[config.mk]
export PLATFORM = sky130hd
export DESIGN_NAME = sequence_count_to_calendar
export DESIGN_NICKNAME = d
export VERILOG_FILES = /design/src/rtl/core/scc_pkg.sv /design/src/rtl/core/scc_civil.sv /design/src/rtl/core/sequence_count_to_calendar.sv
export VERILOG_INCLUDE_DIRS = /design/src /design/src/rtl/core
export SDC_FILE = /design/constraint.sdc
export NUM_CORES = 2
export LEC_CHECK = 0
export BUFFER_PORTS_ARGS = -buffer_cell sky130_fd_sc_hd__buf_2
export CELL_PAD_IN_SITES_DETAIL_PLACEMENT = 1
export CELL_PAD_IN_SITES_GLOBAL_PLACEMENT = 2
export CORE_UTILIZATION = 35
export CTS_CLUSTER_SIZE = 10
export DETAILED_ROUTE_END_ITERATION = 10
export PLACE_DENSITY = 0.71
export SYNTH_ARGS = -nofsm -noshare
export SYNTH_HDL_FRONTEND = slang
export SYNTH_SLANG_ARGS = --single-unit
[constraint.sdc]
create_clock -name clk_i -period 46 [get_ports clk_i]
set_clock_uncertainty 0.1 [all_clocks]
set_input_delay 6.9 -clock clk_i [delete_from_list [all_inputs] [get_ports clk_i]]
set_output_delay 6.9 -clock clk_i [all_outputs]
set_load 0.02 [all_outputs]
[src/rtl/core/sequence_count_to_calendar_assert.svh]
// Assertion macros for the count-to-calendar block.
// Included by the top level; needs nothing else.
`ifndef SEQUENCE_COUNT_TO_CALENDAR_ASSERT_SVH
`define SEQUENCE_COUNT_TO_CALENDAR_ASSERT_SVH

// same-cycle implication
`define SCC_ASSERT_IMPL(lbl, clk, rst_n, ante, cons, msg) \
  lbl: assert property (@(posedge clk) disable iff (!rst_n) (ante) |-> (cons)) \
    else $error(msg);

// next-cycle implication
`define SCC_ASSERT_NEXT(lbl, clk, rst_n, ante, cons, msg) \
  lbl: assert property (@(posedge clk) disable iff (!rst_n) (ante) |=> (cons)) \
    else $error(msg);

`endif

[src/rtl/core/scc_pkg.sv]
// Types and constants of the count-to-calendar block.
// Used by scc_civil and sequence_count_to_calendar; depends on nothing.
package scc_pkg;

  typedef enum logic [1:0] {
    UNIT_DAY  = 2'd0,
    UNIT_HOUR = 2'd1,
    UNIT_MIN  = 2'd2
  } unit_e;

  // year is two's complement
  typedef struct packed {
    logic [23:0] year;
    logic [3:0]  month;
    logic [4:0]  day;
  } civ_date_t;

  typedef struct packed {
    logic [4:0] hour;
    logic [5:0] minute;
  } hm_t;

  localparam int CIV_LAT = 8;

  localparam longint DAYS_4Y   = 365 * 4 + 1;
  localparam longint DAYS_100Y = DAYS_4Y * 25 - 1;
  localparam longint DAYS_400Y = DAYS_100Y * 4 + 1;
  localparam longint MAR2000   = 72743;
  localparam longint CYC_BIAS  = 14700;
  localparam longint TWO31     = longint'(1) << 31;

  // biased day index: day 0 of 1801-01-01 moved so that all counts stay non-negative
  localparam longint W_BASE = CYC_BIAS * DAYS_400Y - MAR2000;
  localparam longint HOUR_K = (TWO31 + 23) / 24;
  localparam longint MIN_K  = (TWO31 + 1439) / 1440;

  localparam logic [32:0] X_OFF_HOUR = 33'(HOUR_K * 24 - TWO31);
  localparam logic [32:0] X_OFF_MIN  = 33'(MIN_K * 1440 - TWO31);
  localparam logic [32:0] X_OFF_DAY  = 33'(W_BASE - 1 - TWO31);
  localparam logic [32:0] W_OFF_HOUR = 33'(W_BASE - HOUR_K);
  localparam logic [32:0] W_OFF_MIN  = 33'(W_BASE - MIN_K);

  localparam logic [30:0] RCP3   = 31'(((longint'(1) << 32) + 2) / 3);
  localparam logic [30:0] RCP45  = 31'(((longint'(1) << 34) + 44) / 45);
  localparam logic [9:0]  RCP15  = 10'(((longint'(1) << 13) + 14) / 15);
  localparam logic [33:0] RCP_CYC = 34'(((longint'(1) << 51) + DAYS_400Y - 1) / DAYS_400Y);
  localparam logic [16:0] RCP_4Y  = 17'(((longint'(1) << 27) + DAYS_4Y - 1) / DAYS_4Y);

  localparam logic [23:0] YEAR_BASE = 24'(2000 - CYC_BIAS * 400);

  localparam logic [17:0] D400  = 18'(DAYS_400Y);
  localparam logic [17:0] D100  = 18'(DAYS_100Y);
  localparam logic [15:0] D4    = 16'(DAYS_4Y);
  localparam logic [10:0] D1    = 11'd365;

  // first day of each March-based month within the year
  function automatic logic [8:0] month_start(input logic [3:0] j);
    logic [8:0] s;
    unique case (j)
      4'd0:    s = 9'd0;
      4'd1:    s = 9'd31;
      4'd2:    s = 9'd61;
      4'd3:    s = 9'd92;
      4'd4:    s = 9'd122;
      4'd5:    s = 9'd153;
      4'd6:    s = 9'd184;
      4'd7:    s = 9'd214;
      4'd8:    s = 9'd245;
      4'd9:    s = 9'd275;
      4'd10:   s = 9'd306;
      4'd11:   s = 9'd337;
      default: s = 9'd0;
    endcase
    return s;
  endfunction

endpackage

[src/rtl/core/scc_civil.sv]
// Eight-stage pipeline from a biased day index to year, month and day.
// Depends on scc_pkg.
module scc_civil import scc_pkg::*; (
  input  logic        clk_i,
  input  logic        en_i,
  input  logic [32:0] w_i,
  output civ_date_t   date_o
);

  logic [49:0] pl1_q, ph1_q;
  logic [32:0] w1_q, w2_q;
  logic [66:0] sum2;
  logic [15:0] q2_q;
  logic [17:0] r3_q;
  logic [23:0] y3_q, y4_q, y5_q, y6_q, y7_q;
  logic [1:0]  c4;
  logic [15:0] r4_q, r5_q;
  logic [31:0] p5_q;
  logic [4:0]  g6;
  logic [10:0] r6_q;
  logic [1:0]  n7;
  logic [8:0]  r7_q;
  logic [3:0]  j8;
  logic [8:0]  d8;
  civ_date_t   date_d, date_q;

  assign sum2 = {ph1_q, 17'b0} + 67'(pl1_q);
  assign c4 = 2'(r3_q >= D100) + 2'(r3_q >= 18'(2 * DAYS_100Y)) +
              2'(r3_q >= 18'(3 * DAYS_100Y));
  assign g6 = p5_q[31:27];
  assign n7 = 2'(r6_q >= D1) + 2'(r6_q >= 11'd730) + 2'(r6_q >= 11'd1095);

  always_comb begin
    j8 = '0;
    for (int i = 1; i < 12; i++) begin
      j8 = j8 + 4'(r7_q >= month_start(4'(i)));
    end
    d8 = r7_q - month_start(j8) + 9'd1;
    date_d.day = d8[4:0];
    if (j8 >= 4'd10) begin
      date_d.month = j8 - 4'd9;
      date_d.year  = y7_q + 24'd1;
    end else begin
      date_d.month = j8 + 4'd3;
      date_d.year  = y7_q;
    end
  end

  always_ff @(posedge clk_i) begin
    if (en_i) begin
      pl1_q  <= 50'(w_i) * 50'(RCP_CYC[16:0]);
      ph1_q  <= 50'(w_i) * 50'(RCP_CYC[33:17]);
      w1_q   <= w_i;
      q2_q   <= sum2[66:51];
      w2_q   <= w1_q;
      r3_q   <= w2_q[17:0] - 18'(q2_q) * D400;
      y3_q   <= 24'(q2_q) * 24'd400 + YEAR_BASE;
      r4_q   <= 16'(r3_q - 18'(c4) * D100);
      y4_q   <= y3_q + 24'(c4) * 24'd100;
      p5_q   <= 32'(r4_q) * 32'(RCP_4Y);
      r5_q   <= r4_q;
      y5_q   <= y4_q;
      r6_q   <= 11'(r5_q - 16'(g6) * D4);
      y6_q   <= y5_q + 24'({g6, 2'b00});
      r7_q   <= 9'(r6_q - 11'(n7) * D1);
      y7_q   <= y6_q + 24'(n7);
      date_q <= date_d;
    end
  end

  assign date_o = date_q;

endmodule

[src/rtl/core/sequence_count_to_calendar.sv]
// Converts a signed day, hour or minute count since 1801-01-01 into a
// Gregorian year, month, day, hour and minute. Fully pipelined: one item
// per cycle while the output is not stalled. A stalled output holds the
// whole pipeline, so the input is ready unless an output item is stalled.
// Depends on scc_pkg, scc_civil and sequence_count_to_calendar_assert.svh.
`include "sequence_count_to_calendar_assert.svh"

module sequence_count_to_calendar import scc_pkg::*; (
  input  logic        clk_i,
  input  logic        rst_ni,
  input  logic        cfg_valid_i,
  output logic        cfg_ready_o,
  input  logic [1:0]  cfg_data_i,      // count_unit
  input  logic        s_axis_tvalid,
  output logic        s_axis_tready,
  input  logic [31:0] s_axis_tdata,    // seq_count[31:0]
  output logic        m_axis_tvalid,
  input  logic        m_axis_tready,
  output logic [47:0] m_axis_tdata     // year[23:0], month[27:24], day_of_month[32:28],
                                       // hour[37:33], minute[43:38], zero pad
);

  localparam int TOP_LAT  = 3;
  localparam int PIPE_LAT = TOP_LAT + CIV_LAT;
  localparam int HM_DEPTH = CIV_LAT - 1;

  unit_e unit_q, unit_d;
  logic  en;
  logic [PIPE_LAT-1:0] vld_q;

  logic [31:0] u1;
  logic [32:0] x1_d, x1_q, x2_q;
  unit_e       mode1_q, mode2_q, mode3_q, mode4_q;
  logic [29:0] v2;
  logic [30:0] m2;
  logic [60:0] prod2_q;
  logic [28:0] q3h;
  logic [26:0] q3m;
  logic [5:0]  rh6, rm6;
  logic [32:0] w3_d, w3_q;
  logic [10:0] tod3_d, tod3_q, tod4_q;
  logic [18:0] p4_q;
  logic [4:0]  h5;
  logic [5:0]  mn5;
  hm_t         hm5_d;
  hm_t         hm_q [HM_DEPTH];
  civ_date_t   date;

  assign cfg_ready_o = 1'b1;

  always_comb begin
    if (cfg_data_i == UNIT_HOUR) begin
      unit_d = UNIT_HOUR;
    end else if (cfg_data_i == UNIT_MIN) begin
      unit_d = UNIT_MIN;
    end else begin
      unit_d = UNIT_DAY;
    end
  end

  always_ff @(posedge clk_i or negedge rst_ni) begin
    if (!rst_ni) begin
      unit_q <= UNIT_DAY;
    end else if (cfg_valid_i) begin
      unit_q <= unit_d;
    end
  end

  assign en            = !vld_q[PIPE_LAT-1] || m_axis_tready;
  assign s_axis_tready = en;

  always_ff @(posedge clk_i or negedge rst_ni) begin
    if (!rst_ni) begin
      vld_q <= '0;
    end else if (en) begin
      vld_q <= {vld_q[PIPE_LAT-2:0], s_axis_tvalid};
    end
  end

  // bias the count so that floor division works on unsigned values
  assign u1 = {~s_axis_tdata[31], s_axis_tdata[30:0]};

  always_comb begin
    unique case (unit_q)
      UNIT_HOUR: x1_d = {1'b0, u1} + X_OFF_HOUR;
      UNIT_MIN:  x1_d = {1'b0, u1} + X_OFF_MIN;
      default:   x1_d = {1'b0, u1} + X_OFF_DAY;
    endcase
  end

  assign v2 = (mode1_q == UNIT_HOUR) ? x1_q[32:3] : {2'b00, x1_q[32:5]};
  assign m2 = (mode1_q == UNIT_HOUR) ? RCP3 : RCP45;

  assign q3h = prod2_q[60:32];
  assign q3m = prod2_q[60:34];
  assign rh6 = x2_q[8:3] - q3h[5:0] * 6'd3;
  assign rm6 = x2_q[10:5] - q3m[5:0] * 6'd45;

  always_comb begin
    unique case (mode2_q)
      UNIT_HOUR: begin
        w3_d   = 33'(q3h) + W_OFF_HOUR;
        tod3_d = {6'b0, rh6[1:0], x2_q[2:0]};
      end
      UNIT_MIN: begin
        w3_d   = 33'(q3m) + W_OFF_MIN;
        tod3_d = {rm6, x2_q[4:0]};
      end
      default: begin
        w3_d   = x2_q;
        tod3_d = '0;
      end
    endcase
  end

  assign h5  = p4_q[17:13];
  assign mn5 = tod4_q[5:0] - {1'b0, h5} * 6'd60;

  always_comb begin
    unique case (mode4_q)
      UNIT_HOUR: begin
        hm5_d.hour   = tod4_q[4:0];
        hm5_d.minute = '0;
      end
      UNIT_MIN: begin
        hm5_d.hour   = h5;
        hm5_d.minute = mn5;
      end
      default: begin
        hm5_d.hour   = '0;
        hm5_d.minute = '0;
      end
    endcase
  end

  always_ff @(posedge clk_i) begin
    if (en) begin
      x1_q     <= x1_d;
      mode1_q  <= unit_q;
      prod2_q  <= 61'(v2) * 61'(m2);
      x2_q     <= x1_q;
      mode2_q  <= mode1_q;
      w3_q     <= w3_d;
      tod3_q   <= tod3_d;
      mode3_q  <= mode2_q;
      p4_q     <= 19'(tod3_q[10:2]) * 19'(RCP15);
      tod4_q   <= tod3_q;
      mode4_q  <= mode3_q;
      hm_q[0]  <= hm5_d;
      for (int i = 1; i < HM_DEPTH; i++) begin
        hm_q[i] <= hm_q[i-1];
      end
    end
  end

  scc_civil u_civil (
    .clk_i  (clk_i),
    .en_i   (en),
    .w_i    (w3_q),
    .date_o (date)
  );

  assign m_axis_tvalid = vld_q[PIPE_LAT-1];
  assign m_axis_tdata  = {4'b0, hm_q[HM_DEPTH-1].minute, hm_q[HM_DEPTH-1].hour,
                          date.day, date.month, date.year};

  `SCC_ASSERT_IMPL(a_month_range, clk_i, rst_ni, m_axis_tvalid,
    (date.month != 4'd0) && (date.month <= 4'd12) && (date.day != 5'd0),
    "month or day out of range")
  `SCC_ASSERT_IMPL(a_time_range, clk_i, rst_ni, m_axis_tvalid,
    (hm_q[HM_DEPTH-1].hour < 5'd24) && (hm_q[HM_DEPTH-1].minute < 6'd60),
    "hour or minute out of range")
  `SCC_ASSERT_IMPL(a_backpressure, clk_i, rst_ni, m_axis_tvalid && !m_axis_tready,
    !s_axis_tready, "input taken while output stalled")
  `SCC_ASSERT_NEXT(a_stall_hold, clk_i, rst_ni, m_axis_tvalid && !m_axis_tready,
    $stable(vld_q), "pipeline moved during stall")

endmodule

==> results_dict.tcl <==
set metrics [dict create \
    status "finished clean" \
    r2r-start "mode1_q[1]" \
    synth_seq_cells 587 \
    syn_area_per_cell_sq_um 11.1 \
    ff2ff_setup_slack_ps 36650 \
    cts.path.max_buffers 3 \
    detail-route-antenna-nets 0 \
    area_delta_synth_final_pct 8.41 \
    routed_wl_um 178000 \
    die_w_um 448 \
    final_cell_area_sq_mm 0.0756 \
    synth_common_cells "inv_1, ha_1, fa_1" \
    cp.required_ps 39000 \
    drc_errors 0 \
    ys.flop_type "edfxtp_1" \
    dr.pass1.iters 5 \
    ios 90 \
    synth_most_common_cell "inv_1" \
    critPathLaunchType "input pin" \
    tightest_slew_ps 977 \
    synth.area.top_cells "fa_1, edfxtp_1, ha_1, inv_1, xnor2_1" \
    setup-tns-final_ps 0 \
    path_common_cell "buf_2" \
    ys_warn_count 0 \
    end_kind "primary output" \
    antenna_found_initial 3 \
    timing.fmax_ghz 0.0676 \
    hold_buffers 0 \
    worstPathArrival_ps 7800 \
    wl_per_cell_um 19.7 \
    drive_gt1_frac 0.0392 \
    synth_edf_count 574 \
    rr_endpoint "prod2_q[51]" \
    cp_slowest_cell "nand2b_4" \
    ys_seq_area_frac 0.252 \
    dpl.hpwl_um 154000 \
    synthDistinctLibCells 84 \
    hold_viol_final 0 \
    endpoint "s_axis_tready" \
    fin_crit_ps 14800 \
    fin_nets 8487 \
    finalCritPeriodShare 0.322 \
    grt_pass1_wl_um 282000 \
    start_util 0.353 \
    dieArea_sq_mm 0.201 \
    overflow 0 \
    grt_max_degree 79 \
    cts-root-buf "clkbuf_16" \
    dpl_cell_area_sq_mm 0.0732 \
    cts.sink_count 587 \
    vias 43700 \
    rsz0062_at_grt "false" \
    cts_buffers 77 \
    synth_top_area_frac 0.282 \
    cp.depth 3 \
    track_usage 0.183 \
    clk_latency_ps 680 \
    num_rows 163 \
    clkTransAtPathRegs_ps 50 \
    die_height_um 448 \
    async_flop_share 0.0221 \
    htreeDepth 3 \
    synth_area_sq_mm 0.0697 \
    cpPeakStageDelay_ps 440 \
    crit_family "buffers and inverters" \
    crit_buf_inv 2 \
    grt_pass1_vias 49200 \
    crit_path_cell_trace "buf_2, nand2b_4, buf_2" \
    slew_viol_final 0 \
    syn-instance-count 6275 \
    startpoint "m_axis_tready" \
    initialDrtViolationCount 1595 \
    portBuffers 84 \
    core_sq_mm 0.198 \
    crit_type "in -> out" \
    synth_area_leader_cell "fa_1" \
    postCtsSetupRepairBufs 0 \
    cts_tree "done" \
    via_per_inst 4.83 \
    setup_viol 0 \
    place_congestion 0.876 \
    cap_violations 0 \
    cts_resized 0 \
    r2r_cells 28 \
    min-delay-path-class "reg -> reg" \
    relSlewSlack 0.349 \
    crit_fanout 38 \
]
how the worst min path moves through the flow:
stage / from / endpoint / slack (ps) / depth (start not counted)
after floorplan: hm_q[0][0] / hm_q[1][0] / 300 / 0
final: u_civil.y6_q[18] / u_civil.y7_q[18] / 290 / 0
after global routing: u_civil.y6_q[18] / u_civil.y7_q[18] / 280 / 0
after global placement: u_civil.y4_q[11] / u_civil.y5_q[11] / 300 / 0
after detailed placement: u_civil.w1_q[8] / u_civil.w2_q[8] / 310 / 0
after CTS: u_civil.y6_q[18] / u_civil.y7_q[18] / 280 / 0
metal layers:
layer  vias to the layer above  share of wire  GRT usage
met5                         -              0          0
met4                         0          0.029     0.0539
met3                       178          0.026     0.0180
met2                       496           0.51      0.330
met1                     22400           0.43      0.230
li1                      20600              -          -
state kept, by name, summed over array words and instances (netlist names), 16 cells and up:
name	cells
prod2_q	29
u_civil.w1_q	18
u_civil.q2_q	16
w3_q	33
u_civil.date_o	33
u_civil.r4_q	16
hm_q	77
u_civil.y5_q	22
u_civil.y4_q	22
u_civil.ph1_q	46
u_civil.y6_q	22
u_civil.y7_q	24
x1_q	33
u_civil.y3_q	20
u_civil.w2_q	18
x2_q	33
u_civil.pl1_q	28
u_civil.r3_q	18
cells in the final DEF (no fill, tap or decap), drive strengths merged, types with 12 or more instances in the layout:
master	instances
o21ai	158
o21bai	29
fa	983
a21oi	241
and3	30
nand2b	34
nand2	272
o31ai	14
o21a	35
nor2	177
xor2	121
or3	13
clkbuf	94
nand3	80
mux2	13
clkinv	24
a21o	109
a31oi	27
inv	1469
a221oi	21
buf	104
dfrtp	13
nand4	45
or2	12
nor2b	29
edfxtp	574
a211oi	25
xnor2	283
ha	1111
nor3	49
a22oi	25
and2	36
per-stage QoR:
stage	setup slack (ps)	hold WS, ps	cells	utilization
floorplan	16150	300	6281	-
global placement	31170	300	8915	0.370
detailed placement	31150	305	8915	0.370
CTS	31160	280	9038	0.382
global route	31120	284	9038	0.382
finish	31200	288	9041	0.382
cell families (layout without fill, tap and decap cells):
logic type	after synthesis	after routing	share of synthesized area
adder cells (fa/ha/maj)	2094	2094	0.482
buffers and inverters	1579	1696	0.0854
AND/OR/NAND/NOR	811	811	0.0552
AO/OA/AOI/OAI	780	780	0.0719
flip-flops	587	587	0.252
XOR/XNOR	405	405	0.0511
multiplexers	17	17	0.00267
other	2	11	0.000108
cell type report:
cell class / instances / area (sq um)
Multi-Input combinational cell: 4115 / 46200
Clock inverter: 29 / 388
Sequential cell: 587 / 17600
Inverter: 1469 / 5510
Timing Repair Buffer: 104 / 571
Clock buffer: 94 / 2000
Tap cell: 2640 / 3300
Antenna cell: 3 / 7.51
Fill cell: 21600 / 122000
Power is not shown: default switching activity piles up to over one toggle a cycle in this logic, so the estimate is an artifact.
